[src/hdl/dpr_div.sv]
// ----------------------------------------------------------------------------
// dpr_div
// Pipelined restoring divider, one quotient bit per stage, with sideband.
// ----------------------------------------------------------------------------
`default_nettype none

module dpr_div #(
  parameter int NUM_W  = 32,
  parameter int DEN_W  = 16,
  parameter int SIDE_W = 1
) (
  input  logic              clk,
  input  logic              rst_n,
  input  logic              ce,
  input  logic              in_valid,
  input  logic [NUM_W-1:0]  num,
  input  logic [DEN_W-1:0]  den,
  input  logic [SIDE_W-1:0] side_in,
  output logic              out_valid,
  output logic [NUM_W-1:0]  quo,
  output logic [SIDE_W-1:0] side_out
);

  logic              v_r    [NUM_W];
  logic [DEN_W-1:0]  rem_r  [NUM_W];
  logic [NUM_W-1:0]  q_r    [NUM_W];
  logic [DEN_W-1:0]  den_r  [NUM_W];
  logic [SIDE_W-1:0] side_r [NUM_W];

  for (genvar g = 0; g < NUM_W; g++) begin : g_stage
    logic              vin;
    logic [DEN_W-1:0]  rin;
    logic [NUM_W-1:0]  qin;
    logic [DEN_W-1:0]  din;
    logic [SIDE_W-1:0] sin;
    logic [DEN_W:0]    t;
    logic              ge;
    logic [DEN_W-1:0]  rem_nxt;
    logic [NUM_W-1:0]  q_nxt;

    if (g == 0) begin : g_first
      assign vin = in_valid;
      assign rin = '0;
      assign qin = num;
      assign din = den;
      assign sin = side_in;
    end else begin : g_rest
      assign vin = v_r[g-1];
      assign rin = rem_r[g-1];
      assign qin = q_r[g-1];
      assign din = den_r[g-1];
      assign sin = side_r[g-1];
    end

    // Shift in the next numerator bit, subtract when it fits.
    always_comb begin
      t       = {rin, qin[NUM_W-1]};
      ge      = (t >= {1'b0, din});
      rem_nxt = ge ? DEN_W'(t - {1'b0, din}) : t[DEN_W-1:0];
      q_nxt   = {qin[NUM_W-2:0], ge};
    end

    always_ff @(posedge clk) begin
      if (!rst_n) begin
        v_r[g] <= 1'b0;
      end else if (ce) begin
        v_r[g] <= vin;
      end
    end

    always_ff @(posedge clk) begin
      if (ce) begin
        rem_r[g]  <= rem_nxt;
        q_r[g]    <= q_nxt;
        den_r[g]  <= din;
        side_r[g] <= sin;
      end
    end
  end

  assign out_valid = v_r[NUM_W-1];
  assign quo       = q_r[NUM_W-1];
  assign side_out  = side_r[NUM_W-1];

endmodule

`default_nettype wire

[config.mk]
export PLATFORM = sky130hd
export DESIGN_NAME = dpr_div
export DESIGN_NICKNAME = d
export VERILOG_FILES = /design/src/hdl/dpr_div.sv
export SDC_FILE = /design/constraint.sdc
export NUM_CORES = 2
export LEC_CHECK = 0
export ABC_AREA = 1
export BUFFER_PORTS_ARGS = -buffer_cell sky130_fd_sc_hd__buf_4
export CAP_MARGIN = 20
export CORE_MARGIN = 2
export CORE_UTILIZATION = 35
export DETAILED_ROUTE_END_ITERATION = 7
export REMOVE_ABC_BUFFERS = 1
export SETUP_SLACK_MARGIN = 0.15
export SLEW_MARGIN = 40
export SYNTH_ARGS = -nofsm -noshare
export SYNTH_HDL_FRONTEND = slang
export SYNTH_SLANG_ARGS = --single-unit
[constraint.sdc]
create_clock -name clk -period 2.8 [get_ports clk]
set_input_delay 0.56 -clock clk [delete_from_list [all_inputs] [get_ports clk]]
set_output_delay 0.56 -clock clk [all_outputs]
set_load 0.01 [all_outputs]
-- Word level (Yosys, flattened, before mapping)
Memory sizes are Yosys's and may differ from the RTL's.
Cells that the tools add are included.
- memories kept: 5
- memory bits (read-only): 0
- register bits: 0
- bits of input ports: 53
- memory bits (writable): 2112
- output and inout port bits: 34
- word-level logic and storage cells: 170
- latch bits: 0
- bitwise operators: 32
- $lt $le $gt $ge: 32
- $mul: 0
- shift operators: 0
- muxes and demuxes: 69
- equal/unequal tests: 0
- reductions and logical operators: 0
- $add $sub $neg: 32
- div/mod/pow operators: 0
- memory list (name ; depth ; bits a word ; rd ports ; clocked after memory_dff ; wr ports ; line ; RTL):
    q_r ; 32 ; 32 ; 32 ; 0 ; 32 ; 26 ; logic [NUM_W-1:0] q_r [NUM_W];
    den_r ; 32 ; 16 ; 31 ; 0 ; 32 ; 27 ; logic [DEN_W-1:0] den_r [NUM_W];
    rem_r ; 32 ; 16 ; 31 ; 0 ; 32 ; 25 ; logic [DEN_W-1:0] rem_r [NUM_W];
    side_r ; 32 ; 1 ; 32 ; 0 ; 32 ; 28 ; logic [SIDE_W-1:0] side_r [NUM_W];
    v_r ; 32 ; 1 ; 32 ; 0 ; 32 ; 24 ; logic v_r [NUM_W];
- operators by type and width (cell ; number):
    $ge 17x16->1 ; 31
    $mux 16 ; 32
    $sub 16x16->16 ; 31
    $mux 1 ; 37
    $or 1x1->1 ; 32
    $ge 1x16->1 ; 1
    $sub 1x16->16 ; 1

-- Depth between registers and ports, before layout
- depth after elaboration: 4
- mapped depth: 15

-- Worst setup path after synthesis
Ideal clock, no wire load.
- path type: reg2reg
- from: mem rem_r[27][9] (netlist: rem_r[1][185])
- to: mem rem_r[28][4] (netlist: rem_r[1][196]) (data pin)
- period minus slack after synthesis: 1923 ps
- arrival time: 1671 ps
- buffers on the path: 1
- cell stages (with the launch flop): 12
- data required time: 2548 ps
- slack: 877 ps
- cells stage by stage: edfxtp_1 -> ha_1 -> nand2_1 -> nor2_1 -> and2_1 -> nand2_1 -> nand2_1 -> nor2_4 -> nand2_4 -> buf_6 -> nand2_1 -> nand2_1
- RTL lines (item ; line):
    start: declaration ; 25

==> key figures <==
Place
  – Post-detail-place hpwl: 170000 µm
  – GP Congestion: 0.908
  – Port bufs: 86
  – Placed cell areas: 111000 µm²
  – Pre-CTS setup slack: 0.329 ns

CTS
  – CTS tree: built
  – Clock Pin Slew Worst Setup and Hold Paths: 0.06 ns
  – Root Buffer: clkbuf_16
  – H-tree levels: 4
  – # clock sinks: 2080
  – Inserted Clock Buffers: 233
  – Max Buffers Root-to-Sink: 4
  – Post-CTS Setup Inserts: 0
  – Clock latency on the worst-skew pair: 0.90 ns

Synth
  – Synth warn: 0
  – Syn Area/Cell: 9.77 µm²
  – Gate Count Post-Synth: 10660
  – Post-synthesis cell area: 104000 µm²
  – Post-synthesis sequential area ratio: 60.0%
  – Top cell type's share of synthesized area: 60.0%
  – Unique masters post-synth: 45
  – Synth area leaders: edfxtp_1 (60%), nand2_1 (13%), inv_1 (7.0%), ha_1 (6.0%), nand3_1 (4.0%)
  – Cell taking the most area after synthesis: edfxtp_1
  – Synthesized flop and latch total: 2080

GRT
  – Largest net degree at the start of global routing: 116
  – Grt total ovfl: 0
  – Global Route Usage Sum: 14.9%
  – Vias in the first global route: 66602
  – Antenna violations before repair: 1
  – First-pass GRT wire length: 362000 µm

Pwr
  – Pleak: 55.2 nW
  – Overall Power: 121 mW
  – Psw: 45.1 mW
  – Internal cell power: 75.8 mW
  – Sw Ratio: 37.3%
  – Power Density: 1020 nW/µm²
  – Maximum vdd drop: 597 µV
  – Clock share of power: 25.8%
  – Part of the power in combinational logic: 36.6%
  – Flop pwr share: 37.5%

Routing
  – M1 wire length: 103000 µm
  – Drc violations: 0
  – Post-detailed-route count of antenna-violating nets: 0
  – Final wirelength: 228000 µm
  – Wire length per cell: 15.0 µm
  – Met3 WL post-DR: 9440 µm
  – 1st-iter DRT viols: 4732
  – Via density: 4.52
  – Met2 WL post-DR: 109000 µm
  – DRT Pass-1 Iters: 5
  – Via Count: 68752
  – Top Layer Used: met4

STA
  – Final worst setup slack: 0.388 ns
  – Period minus WS final: 2.41 ns
  – Setup-failing EPs final: 0
  – Final setup TNS: 0 ns
  – Skew final: 0.0789 ns
  – Pin slew with the least headroom to its limit: 0.705 ns
  – Final Max Slew Viols: 0
  – Final worst-path cycle share: 86.2%
  – FMAX: 0.415 GHz
  – Final hold vios: 0
  – Relative slew slack: 53.0%
  – RSZ-0062 raised after global routing: false

Floorplanning
  – CORE AREA: 297000 µm²
  – Area of the die: 302000 µm²
  – Die Ht: 549 µm
  – Die width: 549 µm
  – Row Count: 200
  – Starting Density: 35.1%
  – Top Ports: 87

Job
  – Max Cap Viol: 0

Finish
  – Fin area: 119000 µm²
  – Commonest non-fill, non-tap cell in the layout: nand2_1
  – Final Net Count: 11653
  – Area growth syn-to-layout: 14.1%
  – Layout cells sized above 1: 6.68%
  – Most frequent cells in the layout: nand2_1 (3710), edfxtp_1 (2079), inv_1 (1948)

Critical path
  – CP Launch Type: register
  – Worst Path Required: 3.38 ns
  – Setup CP Type: reg2reg
  – Crit path DAT: 2.99 ns
  – Critical Path Fanout Max: 17
  – CP Capture Type: register

Run status
  – Status: finished clean

Worst hold path
  – Worst Hold Class: in2reg
==> state kept, by name, summed over array words and instances (netlist names) <==
name	cells
v_r	32
side_r	32
rem_r	496
den_r	496
q_r	1024
==> cell type report <==
type	instances	area (µm²)
timing repair buffer	291	2780
clock inverter	153	1840
tap	3939	4930
multi-input combinational	6502	33500
antenna	3	7.51
clock buffer	271	5990
fill	28996	178000
sequential	2080	62400
inverter	1964	7370
==> path summary, 6_finish.rpt <==
| path | start | end | slack [ns] | cells past startpoint |
|---|---|---|---|---|
| min reg2reg | q_r[16][2] | q_r[17][3] | 0.37 | 0 |
| min | ce | v_r[16] | 0.18 | 3 |
| max reg2reg | den_r[1][91] | rem_r[1][105] | 0.39 | 11 |
| max | den_r[1][91] | rem_r[1][105] | 0.39 | 11 |
==> through the flow <==
step                utilization (%)  hold slack (ns)  cells
floorplan                         -            0.400  10546
global placement               37.3            0.400  14725
detailed placement             37.3            0.405  14725
CTS                            40.1            0.129  15200
global route                   40.1            0.160  15202
finish                         40.1            0.178  15203
==> cells in the mapped netlist, drive strengths merged <==
cell    number
a21oi      268
fa          30
o21ai       18
inv       1963
xnor2       43
nand2     3768
ha         498
nor3b        3
o21bai      19
clkbuf      14
nor2       468
a21boi       8
and2        36
o21a        28
or2         19
buf        100
and3        11
clkinv       1
xor2       144
nor3        71
nand4      142
dfxtp        1
or3          1
nand3b      49
a211oi       7
nor4         9
a21o         1
edfxtp    2079
nand3      858
a31oi        3
==> repair_timing <==
action                                  CTS  global route
endpoints found under the setup margin    0             1
hold buffers                             51             0
endpoints found under the hold margin    62             0
gates resized for setup                   0             1
==> cells by family (layout without fill, tap and decap cells) <==
| kind of cell | after synthesis | after routing | synth area share (%) |
|---|---|---|---|
| xor gates and xnor gates | 187 | 187 | 1.57 |
| adders and majority gates | 528 | 528 | 6.56 |
| other | 0 | 3 | 0 |
| AOI/OAI and AO/OA | 352 | 352 | 1.87 |
| DFF | 2080 | 2080 | 60.0 |
| buffers and inverters | 2078 | 2679 | 7.87 |
| and+or+nand+nor | 5435 | 5435 | 22.1 |
==> power by group through the flow <==
stage	Combinational (mW)	Clock (mW)	Sequential [mW]
2_1_floorplan	32.8	0	44.2
3_3_place_gp	43.8	0	46.1
3_5_place_dp	44.0	0	46.1
4_1_cts	44.3	32.4	45.5
5_1_grt	51.0	33.6	45.9
6_report	44.3	31.3	45.4
==> layer usage <==
layer	up-vias	global-route usage (%)
li1	35488	-
met5	-	0
met1	31672	19.7
met4	0	4.58
met2	1225	25.5
met3	367	1.91
==> critical path, stage by stage, from the launching register on <==
cell	delay, ns
edfxtp_1	0.46
inv_1	0.08
ha_1	0.36
nand2_1	0.16
nor2_1	0.07
and2_1	0.14
nand2_1	0.06
nand2_1	0.08
nor2_4	0.28
nand2_8	0.15
nand2_1	0.15
nand2_1	0.14
No activity file was read; power rests on OpenSTA's default activity.
